### config.mk
export PLATFORM = sky130hd
export DESIGN_NAME = ptstat_engine
export DESIGN_NICKNAME = d
export VERILOG_FILES = /design/src/design/ptstat_pkg.sv /design/src/design/ptstat_engine.sv
export SDC_FILE = /design/constraint.sdc
export NUM_CORES = 1
export LEC_CHECK = 0
export ABC_CLOCK_PERIOD_IN_PS = 3300
export BUFFER_PORTS_ARGS = -buffer_cell sky130_fd_sc_hd__buf_4
export CAP_MARGIN = 20
export CORE_AREA = 2 2 230 232
export DETAILED_ROUTE_END_ITERATION = 8
export DIE_AREA = 0 0 232 234
export PLACE_DENSITY = 0.57
export SETUP_SLACK_MARGIN = 0.02
export SKIP_CTS_REPAIR_TIMING = 1
export SLEW_MARGIN = 20
export SYNTH_ARGS = -nofsm -noshare
export SYNTH_HDL_FRONTEND = slang
export SYNTH_SLANG_ARGS = --single-unit
### constraint.sdc
create_clock -name clk -period 3.3 [get_ports clk]
set_input_delay 0.165 -clock clk [delete_from_list [all_inputs] [get_ports clk]]
set_output_delay 0.165 -clock clk [all_outputs]
set_load 0.05 [all_outputs]
### src/design/ptstat_pkg.sv
// Shared types, constants and helpers for the per-MAC and IP traffic statistics block.
`default_nettype none

package ptstat_pkg;

    // Table sizes
    localparam int MAC_ENTRIES = 64;
    localparam int IP_ENTRIES  = 64;

    localparam int MAC_IDX_W  = $clog2(MAC_ENTRIES);
    localparam int IP_IDX_W   = $clog2(IP_ENTRIES);
    localparam int MAC_FILL_W = $clog2(MAC_ENTRIES + 1);
    localparam int IP_FILL_W  = $clog2(IP_ENTRIES + 1);

    // Width used to compare a read index against a fill level
    localparam int CMP_W = 11;

    // Stream widths
    localparam int IN_DATA_W  = 160;
    localparam int OUT_DATA_W = 176;

    // Storage widths
    localparam int MAC_W     = 48;
    localparam int IP_W      = 32;
    localparam int COUNT_W   = 32;
    localparam int MAC_RAM_W = MAC_W + COUNT_W;

    // Item kinds
    localparam logic [1:0] KIND_HEADER   = 2'd0;
    localparam logic [1:0] KIND_READ_MAC = 2'd1;
    localparam logic [1:0] KIND_READ_IP  = 2'd2;

    // Header constants
    localparam logic [15:0] MIN_HEADER_BYTES = 16'd14;
    localparam logic [15:0] ETHERTYPE_IPV4   = 16'h0800;
    localparam logic [7:0]  PROTO_TCP        = 8'd6;
    localparam logic [7:0]  PROTO_UDP        = 8'd17;

    // Bits of full_flags
    localparam int FULL_MAC_BIT = 0;
    localparam int FULL_IP_BIT  = 1;

    typedef struct packed {
        logic [1:0]  kind;
        logic [15:0] frame_length;
        logic [47:0] src_mac;
        logic [15:0] eth_type;
        logic [31:0] ip_source;
        logic [31:0] ip_dest;
        logic [7:0]  ip_protocol;
        logic [5:0]  read_index;
    } item_t;

    typedef struct packed {
        logic        short_frame;
        logic [5:0]  mac_slot;
        logic [31:0] mac_packets;
        logic        mac_is_new;
        logic        src_ip_is_new;
        logic        dst_ip_is_new;
        logic [6:0]  distinct_macs;
        logic [6:0]  distinct_ips;
        logic [31:0] tcp_total;
        logic [31:0] udp_total;
        logic [47:0] entry_value;
        logic [1:0]  full_flags;
    } result_t;

    // One MAC table word: address and packet count
    typedef struct packed {
        logic [MAC_W-1:0]   mac;
        logic [COUNT_W-1:0] count;
    } mac_entry_t;

    // Port requests toward each table memory
    typedef struct packed {
        logic                 we;
        logic [MAC_IDX_W-1:0] waddr;
        mac_entry_t           wdata;
        logic [MAC_IDX_W-1:0] raddr;
    } mac_ram_req_t;

    typedef struct packed {
        logic                we;
        logic [IP_IDX_W-1:0] waddr;
        logic [IP_W-1:0]     wdata;
        logic [IP_IDX_W-1:0] raddr;
    } ip_ram_req_t;

    // Saturating increment
    function automatic logic [COUNT_W-1:0] sat_inc(input logic [COUNT_W-1:0] v);
        sat_inc = (v == {COUNT_W{1'b1}}) ? v : v + COUNT_W'(1);
    endfunction

endpackage

`default_nettype wire

### src/design/ptstat_engine.sv
// Sequencer that scans, updates and reads the MAC table and IP set memories.
`default_nettype none

module ptstat_engine (
    input  wire logic                    clk,
    input  wire logic                    rst_n,
    input  wire logic                    in_valid,
    output logic                         in_ready,
    input  wire ptstat_pkg::item_t       in_item,
    output logic                         res_valid,
    input  wire logic                    res_ready,
    output ptstat_pkg::result_t          res,
    output ptstat_pkg::mac_ram_req_t     mac_req,
    input  wire ptstat_pkg::mac_entry_t  mac_rdata,
    output ptstat_pkg::ip_ram_req_t      ip_req,
    input  wire logic [ptstat_pkg::IP_W-1:0] ip_rdata
);

    typedef enum logic [3:0] {
        ST_IDLE,
        ST_MAC_RD,
        ST_MAC_CMP,
        ST_MAC_MISS,
        ST_IP_START,
        ST_IP_RD,
        ST_IP_CMP,
        ST_IP_MISS,
        ST_COUNT,
        ST_RD_ISSUE,
        ST_RD_DATA,
        ST_DONE
    } state_t;

    state_t                                   state_reg;
    ptstat_pkg::item_t                        item_reg;
    ptstat_pkg::result_t                      res_reg;
    logic [ptstat_pkg::MAC_IDX_W-1:0]         mac_idx_reg;
    logic [ptstat_pkg::IP_IDX_W-1:0]          ip_idx_reg;
    logic                                     ip_sel_reg;
    logic [ptstat_pkg::MAC_FILL_W-1:0]        mac_fill_reg;
    logic [ptstat_pkg::IP_FILL_W-1:0]         ip_fill_reg;
    logic [ptstat_pkg::COUNT_W-1:0]           tcp_reg;
    logic [ptstat_pkg::COUNT_W-1:0]           udp_reg;

    logic                                     is_ipv4;
    logic [ptstat_pkg::IP_W-1:0]              ip_addr;
    logic                                     mac_hit;
    logic                                     mac_last;
    logic                                     mac_room;
    logic                                     ip_hit;
    logic                                     ip_last;
    logic                                     ip_room;
    logic [ptstat_pkg::COUNT_W-1:0]           mac_count_inc;

    // Decode of the captured item and the current scan position
    always_comb
    begin
        is_ipv4       = (item_reg.eth_type == ptstat_pkg::ETHERTYPE_IPV4);
        ip_addr       = ip_sel_reg ? item_reg.ip_dest : item_reg.ip_source;
        mac_hit       = (mac_rdata.mac == item_reg.src_mac);
        mac_last      = ((ptstat_pkg::MAC_FILL_W'(mac_idx_reg) + ptstat_pkg::MAC_FILL_W'(1))
                         == mac_fill_reg);
        mac_room      = (mac_fill_reg < ptstat_pkg::MAC_FILL_W'(ptstat_pkg::MAC_ENTRIES));
        ip_hit        = (ip_rdata == ip_addr);
        ip_last       = ((ptstat_pkg::IP_FILL_W'(ip_idx_reg) + ptstat_pkg::IP_FILL_W'(1))
                         == ip_fill_reg);
        ip_room       = (ip_fill_reg < ptstat_pkg::IP_FILL_W'(ptstat_pkg::IP_ENTRIES));
        mac_count_inc = ptstat_pkg::sat_inc(mac_rdata.count);
    end

    // Memory requests
    always_comb
    begin
        mac_req.raddr       = mac_idx_reg;
        mac_req.we          = ((state_reg == ST_MAC_CMP) && mac_hit) ||
                              ((state_reg == ST_MAC_MISS) && mac_room);
        mac_req.waddr       = (state_reg == ST_MAC_CMP) ? mac_idx_reg
                              : mac_fill_reg[ptstat_pkg::MAC_IDX_W-1:0];
        mac_req.wdata.mac   = item_reg.src_mac;
        mac_req.wdata.count = (state_reg == ST_MAC_CMP) ? mac_count_inc
                              : ptstat_pkg::COUNT_W'(1);

        ip_req.raddr = ip_idx_reg;
        ip_req.we    = (state_reg == ST_IP_MISS) && ip_room;
        ip_req.waddr = ip_fill_reg[ptstat_pkg::IP_IDX_W-1:0];
        ip_req.wdata = ip_addr;
    end

    // Handshakes and result with the current totals
    always_comb
    begin
        in_ready          = (state_reg == ST_IDLE);
        res_valid         = (state_reg == ST_DONE);
        res               = res_reg;
        res.distinct_macs = 7'(mac_fill_reg);
        res.distinct_ips  = 7'(ip_fill_reg);
        res.tcp_total     = tcp_reg;
        res.udp_total     = udp_reg;
    end

    // Sequencer
    always_ff @(posedge clk or negedge rst_n)
    begin
        if (!rst_n)
        begin
            state_reg    <= ST_IDLE;
            item_reg     <= '0;
            res_reg      <= '0;
            mac_idx_reg  <= '0;
            ip_idx_reg   <= '0;
            ip_sel_reg   <= 1'b0;
            mac_fill_reg <= '0;
            ip_fill_reg  <= '0;
            tcp_reg      <= '0;
            udp_reg      <= '0;
        end
        else
        begin
            unique case (state_reg)
                // res_reg is already clear here
                ST_IDLE:
                begin
                    if (in_valid)
                    begin
                        item_reg <= in_item;
                        unique case (in_item.kind)
                            ptstat_pkg::KIND_HEADER:
                            begin
                                if (in_item.frame_length < ptstat_pkg::MIN_HEADER_BYTES)
                                begin
                                    res_reg.short_frame <= 1'b1;
                                    state_reg           <= ST_DONE;
                                end
                                else if (mac_fill_reg == '0)
                                begin
                                    state_reg <= ST_MAC_MISS;
                                end
                                else
                                begin
                                    mac_idx_reg <= '0;
                                    state_reg   <= ST_MAC_RD;
                                end
                            end
                            ptstat_pkg::KIND_READ_MAC:
                            begin
                                res_reg.mac_slot <= in_item.read_index;
                                mac_idx_reg <= ptstat_pkg::MAC_IDX_W'(in_item.read_index);
                                if (ptstat_pkg::CMP_W'(in_item.read_index)
                                    < ptstat_pkg::CMP_W'(mac_fill_reg))
                                begin
                                    state_reg <= ST_RD_ISSUE;
                                end
                                else
                                begin
                                    state_reg <= ST_DONE;
                                end
                            end
                            ptstat_pkg::KIND_READ_IP:
                            begin
                                res_reg.mac_slot <= in_item.read_index;
                                ip_idx_reg <= ptstat_pkg::IP_IDX_W'(in_item.read_index);
                                if (ptstat_pkg::CMP_W'(in_item.read_index)
                                    < ptstat_pkg::CMP_W'(ip_fill_reg))
                                begin
                                    state_reg <= ST_RD_ISSUE;
                                end
                                else
                                begin
                                    state_reg <= ST_DONE;
                                end
                            end
                            default:
                            begin
                                state_reg <= ST_DONE;
                            end
                        endcase
                    end
                end

                // MAC table scan: read an entry, then compare it
                ST_MAC_RD:
                begin
                    state_reg <= ST_MAC_CMP;
                end

                ST_MAC_CMP:
                begin
                    if (mac_hit)
                    begin
                        res_reg.mac_slot    <= 6'(mac_idx_reg);
                        res_reg.mac_packets <= mac_count_inc;
                        ip_sel_reg          <= 1'b0;
                        state_reg           <= is_ipv4 ? ST_IP_START : ST_DONE;
                    end
                    else if (mac_last)
                    begin
                        state_reg <= ST_MAC_MISS;
                    end
                    else
                    begin
                        mac_idx_reg <= mac_idx_reg + ptstat_pkg::MAC_IDX_W'(1);
                        state_reg   <= ST_MAC_RD;
                    end
                end

                // Absent MAC: take the next free slot, or flag the drop
                ST_MAC_MISS:
                begin
                    if (mac_room)
                    begin
                        res_reg.mac_slot    <= 6'(mac_fill_reg);
                        res_reg.mac_packets <= ptstat_pkg::COUNT_W'(1);
                        res_reg.mac_is_new  <= 1'b1;
                        mac_fill_reg        <= mac_fill_reg + ptstat_pkg::MAC_FILL_W'(1);
                    end
                    else
                    begin
                        res_reg.full_flags[ptstat_pkg::FULL_MAC_BIT] <= 1'b1;
                    end
                    ip_sel_reg <= 1'b0;
                    state_reg  <= is_ipv4 ? ST_IP_START : ST_DONE;
                end

                // IP set scan for the source, then the destination
                ST_IP_START:
                begin
                    ip_idx_reg <= '0;
                    state_reg  <= (ip_fill_reg == '0) ? ST_IP_MISS : ST_IP_RD;
                end

                ST_IP_RD:
                begin
                    state_reg <= ST_IP_CMP;
                end

                ST_IP_CMP:
                begin
                    if (ip_hit)
                    begin
                        ip_sel_reg <= 1'b1;
                        state_reg  <= ip_sel_reg ? ST_COUNT : ST_IP_START;
                    end
                    else if (ip_last)
                    begin
                        state_reg <= ST_IP_MISS;
                    end
                    else
                    begin
                        ip_idx_reg <= ip_idx_reg + ptstat_pkg::IP_IDX_W'(1);
                        state_reg  <= ST_IP_RD;
                    end
                end

                ST_IP_MISS:
                begin
                    if (ip_room)
                    begin
                        ip_fill_reg <= ip_fill_reg + ptstat_pkg::IP_FILL_W'(1);
                        if (ip_sel_reg)
                        begin
                            res_reg.dst_ip_is_new <= 1'b1;
                        end
                        else
                        begin
                            res_reg.src_ip_is_new <= 1'b1;
                        end
                    end
                    else
                    begin
                        res_reg.full_flags[ptstat_pkg::FULL_IP_BIT] <= 1'b1;
                    end
                    ip_sel_reg <= 1'b1;
                    state_reg  <= ip_sel_reg ? ST_COUNT : ST_IP_START;
                end

                // Protocol totals
                ST_COUNT:
                begin
                    if (item_reg.ip_protocol == ptstat_pkg::PROTO_TCP)
                    begin
                        tcp_reg <= ptstat_pkg::sat_inc(tcp_reg);
                    end
                    else if (item_reg.ip_protocol == ptstat_pkg::PROTO_UDP)
                    begin
                        udp_reg <= ptstat_pkg::sat_inc(udp_reg);
                    end
                    state_reg <= ST_DONE;
                end

                // Table reads
                ST_RD_ISSUE:
                begin
                    state_reg <= ST_RD_DATA;
                end

                ST_RD_DATA:
                begin
                    if (item_reg.kind == ptstat_pkg::KIND_READ_MAC)
                    begin
                        res_reg.mac_packets <= mac_rdata.count;
                        res_reg.entry_value <= mac_rdata.mac;
                    end
                    else
                    begin
                        res_reg.entry_value <= 48'(ip_rdata);
                    end
                    state_reg <= ST_DONE;
                end

                // Result taken: clear it for the next transaction
                ST_DONE:
                begin
                    if (res_ready)
                    begin
                        res_reg   <= '0;
                        state_reg <= ST_IDLE;
                    end
                end

                default:
                begin
                    state_reg <= ST_IDLE;
                end
            endcase
        end
    end

endmodule

`default_nettype wire

# Yosys cells after proc, flatten, opt, wreduce, memory -nomap -nowiden
# Cells that the tools add are included.
# Widths: inputs -> output; s select.
# classes
addsub	9
mul	0
div	0
n_lt_le_gt_ge	5
n_eq_ne	46
n_shift	0
muxes	56
bitwise	3
n_reduce_logical	37
# op_table
op	n
$mux 170	1
$mux 32	4
$pmux 32 s4	1
$add 32x1->32 const B	3
$eq 32x32->1 const B	3
$pmux 48 s2	1
$mux 6	11
$eq 48x48->1	1
$mux 48	1
$pmux 4 s11	1
$mux 39	1
$mux 38	1
$eq 32x32->1	1
$ne 2x2->1 const B	15
$mux 4	7
$pmux 6 s2	2
$pmux 6 s4	1
$pmux 6 s3	1
$eq 16x12->1 const B	1
$eq 4x3->1 const B	4
$eq 4x4->1 const B	4
$lt 16x4->1 const B	1
$reduce_and 3->1	5
$reduce_and 5->1	3
36 further kinds	82
# totals
regBits	325
latchBits	0
ramBits	0
romBits	0
inputBits	276
out_inout_bits	310
word_cells	179
memories	0

# Longest topological paths before layout
# depth
depth_word	6
mapped_depth	11
depth_no_buf	9

# Worst setup path before layout
# OpenSTA, ideal clock, no wires.
# synth_timing
path_type	reg-to-reg
start	reg ip_fill_reg[6] (netlist name)
end	reg ip_fill_reg[4] (netlist name)
setup_ns	0.146
arrival_ns	2.840
t_required_ns	3.154
slack_ns	0.314
path_stages_with_launch	5
n_path_buf	1
period_less_slack_ns	2.986
path_cell_list	dfrtp_1 clkbuf_1 nor3_1 nand4_1 xnor2_1
# synth_via
elab_chain_cells	2
# synth_lines
item	line_no	text
from (decl)	ptstat_engine.sv:41	logic [ptstat_pkg::IP_FILL_W-1:0] ip_fill_reg;
from (signal assigned)	ptstat_engine.sv:258	ip_fill_reg <= ip_fill_reg + ptstat_pkg::IP_FILL_W'(1);
$lt 7x7->1	ptstat_engine.sv:67	ip_room = (ip_fill_reg < ptstat_pkg::IP_FILL_W'(ptstat_pkg::IP_ENTRIES));
$reduce_and 2->1 (no line)	--	
# Every way passes these cells.
# A chain may end at the register's enable or synchronous reset.

# Worst setup path after layout
# layout_timing
start	reg item_reg (netlist bit mac_req[77])
end	reg res_reg (netlist bit res[161])
# layout_via
elab_chain_cells	3
# layout_lines
item	line_no	text
from (decl)	ptstat_engine.sv:35	ptstat_pkg::item_t item_reg;
from (signal assigned)	ptstat_engine.sv:125	item_reg <= in_item;
$eq 48x48->1	ptstat_engine.sv:60	mac_hit = (mac_rdata.mac == item_reg.src_mac);
$ne 2x2->1 (no line)	--	
$reduce_and 5->1 (no line)	--	
to (decl)	ptstat_engine.sv:36	ptstat_pkg::result_t res_reg;
# Every way passes these cells.

==> results.json <==
{
  "drt_iter0_markers": 1216,
  "ys.flop_type": "dfrtp_1",
  "ir_worst_vdd_mv": 0.5550,
  "min_from": "mac_rdata[27]",
  "yosys_warnings": 0,
  "r2r_cells": 8,
  "p_leak_nw": 12.77,
  "hold_viol": 6,
  "relSlewSlack_pct": 39.73,
  "die_h_um": 234,
  "clock_path_buffers": 3,
  "ant_nets": 0,
  "crit_fanout": 32,
  "drive_above_1_share_pct": 28.07,
  "tns_ns": 0,
  "viasPerCell": 5.096,
  "cts_made_buffers": 40,
  "maxSlewViolCount": 0,
  "maxCapViolations": 0,
  "antenna_found_initial": 1,
  "synth-edff-count": 0,
  "fillers": 4907,
  "r2r-end": "res[161]$_DFFE_PN0P_",
  "gr-total-overflow": 0,
  "largest_register_ffs": 92,
  "vias": 17370,
  "nNetsFinal": 2987,
  "worstMarginPinSlew_ns": 0.8958,
  "r2r_slack_ns": 0.21,
  "hold-worst-slack_ns": -0.01975,
  "cp-start-kind": "register",
  "grt_pass1_wl_um": 103500,
  "first_global_vias": 16670,
  "synth_compound_area_share_pct": 8.753,
  "ys_async_sr_fraction_pct": 100.0,
  "violations": "negative hold slack",
  "syn2layout_area_growth_pct": 44.30,
  "yosysUniqueCellTypes": 74,
  "crit_type": "reg2reg",
  "fin_skew_ns": 0.01863,
  "synthXorXnorAreaFrac_pct": 9.605,
  "final_cells": 3409,
  "numClockSinks": 325,
  "start_util_pct": 34.70,
  "numPortBuffers": 584,
  "io_pins": 586,
  "hp-class": "in2reg",
  "wl_um": 71740,
  "clock_tree.root_cell": "clkbuf_16",
  "syn_nets": 2296,
  "netlist_instances": 1997,
  "total_power_mw": 23.70,
  "synth_fa_ha_area_share_pct": 1.594,
  "synth_top_family_by_area": "simple AND/OR/NAND/NOR gates",
  "rsz0062_at_grt": "false",
  "post-route-min-period_ns": 3.095,
  "synth-simple-area-share_pct": 22.45,
  "dp_hpwl_um": 54030,
  "cts_tree": "built",
  "arrival_ns": 3.53,
  "critPathLaunch": "mac_req[77]$_DFFE_PN0P_",
  "dp.cells": 3149,
  "rr_startpoint": "mac_req[77]$_DFFE_PN0P_",
  "wl_per_cell_um": 21.04,
  "grt.total_usage_pct": 25.01,
  "core_sq_um": 52020,
  "dieArea_sq_um": 54290,
  "gp_congestion": 0.9027,
  "clkLatencyLatePin_ns": 0.56,
  "worstPathRequired_ns": 3.73,
  "timing.fmax_mhz": 323.1,
  "grt_start_max_net_pins": 141,
  "avgSynthCellArea_sq_um": 9.041,
  "seq_area_frac_synth_pct": 45.05,
  "num_rows": 84,
  "worst_setup_path_end_kind": "register",
  "power.density_nw_per_um2": 909.7,
  "synth_mux_area_share_pct": 7.131,
  "hold_path_depth": 4,
  "die-width_um": 232,
  "fin_crit_sh_pct": 93.78,
  "status": "complete, but fails checks",
  "first_pass_iters": 5,
  "ys_ff_latch": 325,
  "worstHoldEndpoint": "res[158]$_DFFE_PN0P_",
  "synth.cell_area_sq_um": 18050,
  "finalSetupViolations": 0,
  "clk_pin_slew_ns": 0.06,
  "remaining_drc_errors": 0,
  "htreeDepth": 2
}
## cells by family (layout without fill, tap and decap cells)
| group | count (synthesis) | count (layout) |
|---|---|---|
| buffers and inverters | 188 | 909 |
| AO/OA/AOI/OAI | 240 | 240 |
| multiplexers | 115 | 115 |
| XOR/XNOR | 198 | 198 |
| flip-flops | 325 | 325 |
| AND/OR/NAND/NOR | 908 | 908 |
| adder cells (fa/ha/maj) | 23 | 23 |
| other | 0 | 3 |
## cell type report
class | instances | area (sq um) | area share [%]
diodes | 3 | 7.507 | 0.02881
clock buffers | 55 | 1129 | 4.332
well taps | 688 | 860.8 | 3.304
multi-input cells | 1484 | 8994 | 34.52
clock inverters | 17 | 210.2 | 0.8068
flip-flops and latches | 325 | 8133 | 31.22
repair buffers | 808 | 6611 | 25.38
inverters | 29 | 108.9 | 0.4178
## stage by stage
step	hold WS (ns)	setup WS, ns	utilization [%]	area (sq um)
global placement	0.2590	0.2212	43.92	22850
CTS	-0.3394	0.2096	46.50	24190
detailed placement	0.2596	0.2183	43.93	22850
floorplan	-0.1306	0.3145	-	18050
finish	-0.01975	0.2052	50.08	26050
global route	-0.0007103	0.1043	50.07	26050
## critical path, cell delays in order, from the launching register on
cell and delay (ns):
dfrtp_1 0.40, xor2_1 0.17, nor4_1 0.49, nand4_1 0.23, nor3_4 0.45, a211oi_1 0.15, or3_2 0.50, buf_12 0.20
mux2_1 0.34
## Yosys cell counts (4+ instances only)
| master | instances | share of area (%) |
|---|---|---|
| a211oi_1 | 4 | 0.17 |
| a21o_1 | 6 | 0.25 |
| a21oi_1 | 38 | 1.1 |
| a31oi_1 | 16 | 0.55 |
| and2_1 | 7 | 0.24 |
| and3_1 | 20 | 0.69 |
| and4_1 | 17 | 0.82 |
| buf_1 | 6 | 0.12 |
| buf_2 | 13 | 0.36 |
| buf_4 | 54 | 2.2 |
| buf_6 | 4 | 0.25 |
| clkbuf_1 | 79 | 1.6 |
| dfrtp_1 | 325 | 45 |
| ha_1 | 23 | 1.6 |
| inv_1 | 28 | 0.58 |
| mux2_1 | 15 | 0.94 |
| mux2_2 | 42 | 2.6 |
| mux2_4 | 13 | 1.1 |
| mux2i_1 | 45 | 2.5 |
| nand2_1 | 572 | 12 |
| nand2b_1 | 7 | 0.24 |
| nand3_1 | 45 | 1.2 |
| nand4_1 | 40 | 1.4 |
| nor2_1 | 87 | 1.8 |
| nor2b_1 | 5 | 0.17 |
| nor3_1 | 24 | 0.67 |
| nor3b_1 | 4 | 0.17 |
| nor4_1 | 44 | 1.5 |
| nor4b_1 | 4 | 0.19 |
| o211ai_1 | 6 | 0.25 |
| o21a_1 | 4 | 0.17 |
| o21ai_0 | 70 | 1.9 |
| o311ai_0 | 5 | 0.24 |
| o31ai_1 | 43 | 1.8 |
| o41ai_1 | 6 | 0.29 |
| or3_1 | 15 | 0.52 |
| xnor2_1 | 67 | 3.3 |
| xor2_1 | 131 | 6.4 |
## report_power, final
| part | switching, mW | total [mW] | leakage (nW) | internal, mW |
|---|---|---|---|---|
| clock | 1.85 | 4.57 | 0.650 | 2.72 |
| sequential | 1.14 | 6.49 | 4.21 | 5.35 |
| combinational | 8.53 | 12.6 | 7.91 | 4.12 |
## metal layers
layer	share of wire (%)	global-route usage (%)	up-vias
li1	-	-	8165
met1	39	29.88	8413
met2	50	43.48	661
met3	6.6	5.520	134
met4	4.1	10.46	0
met5	0	0	-
## cell usage in the layout (no fill, tap or decap), types with 45 or more instances in the layout
master,instances
xnor2_1,67
xor2_1,131
buf_4,616
nor2_1,85
mux2i_1,45
nand3_1,45
o21ai_0,70
dfrtp_1,325
dlygate4sd3_1,185
nand2_1,570
## how the worst max path moves through the flow
stage / end / cells after the start / slack (ns)
2_1_floorplan: ip_fill_reg[4]$_DFFE_PN0P_ / 4 / 0.31
3_3_place_gp: res[142]$_DFFE_PN0P_ / 8 / 0.22
3_5_place_dp: res[148]$_DFFE_PN0P_ / 8 / 0.22
4_1_cts: mac_req[92] / 7 / 0.21
5_1_grt: mac_req[28] / 11 / 0.10
6_report: res[161]$_DFFE_PN0P_ / 8 / 0.21
No activity file was read; power rests on OpenSTA's default activity.
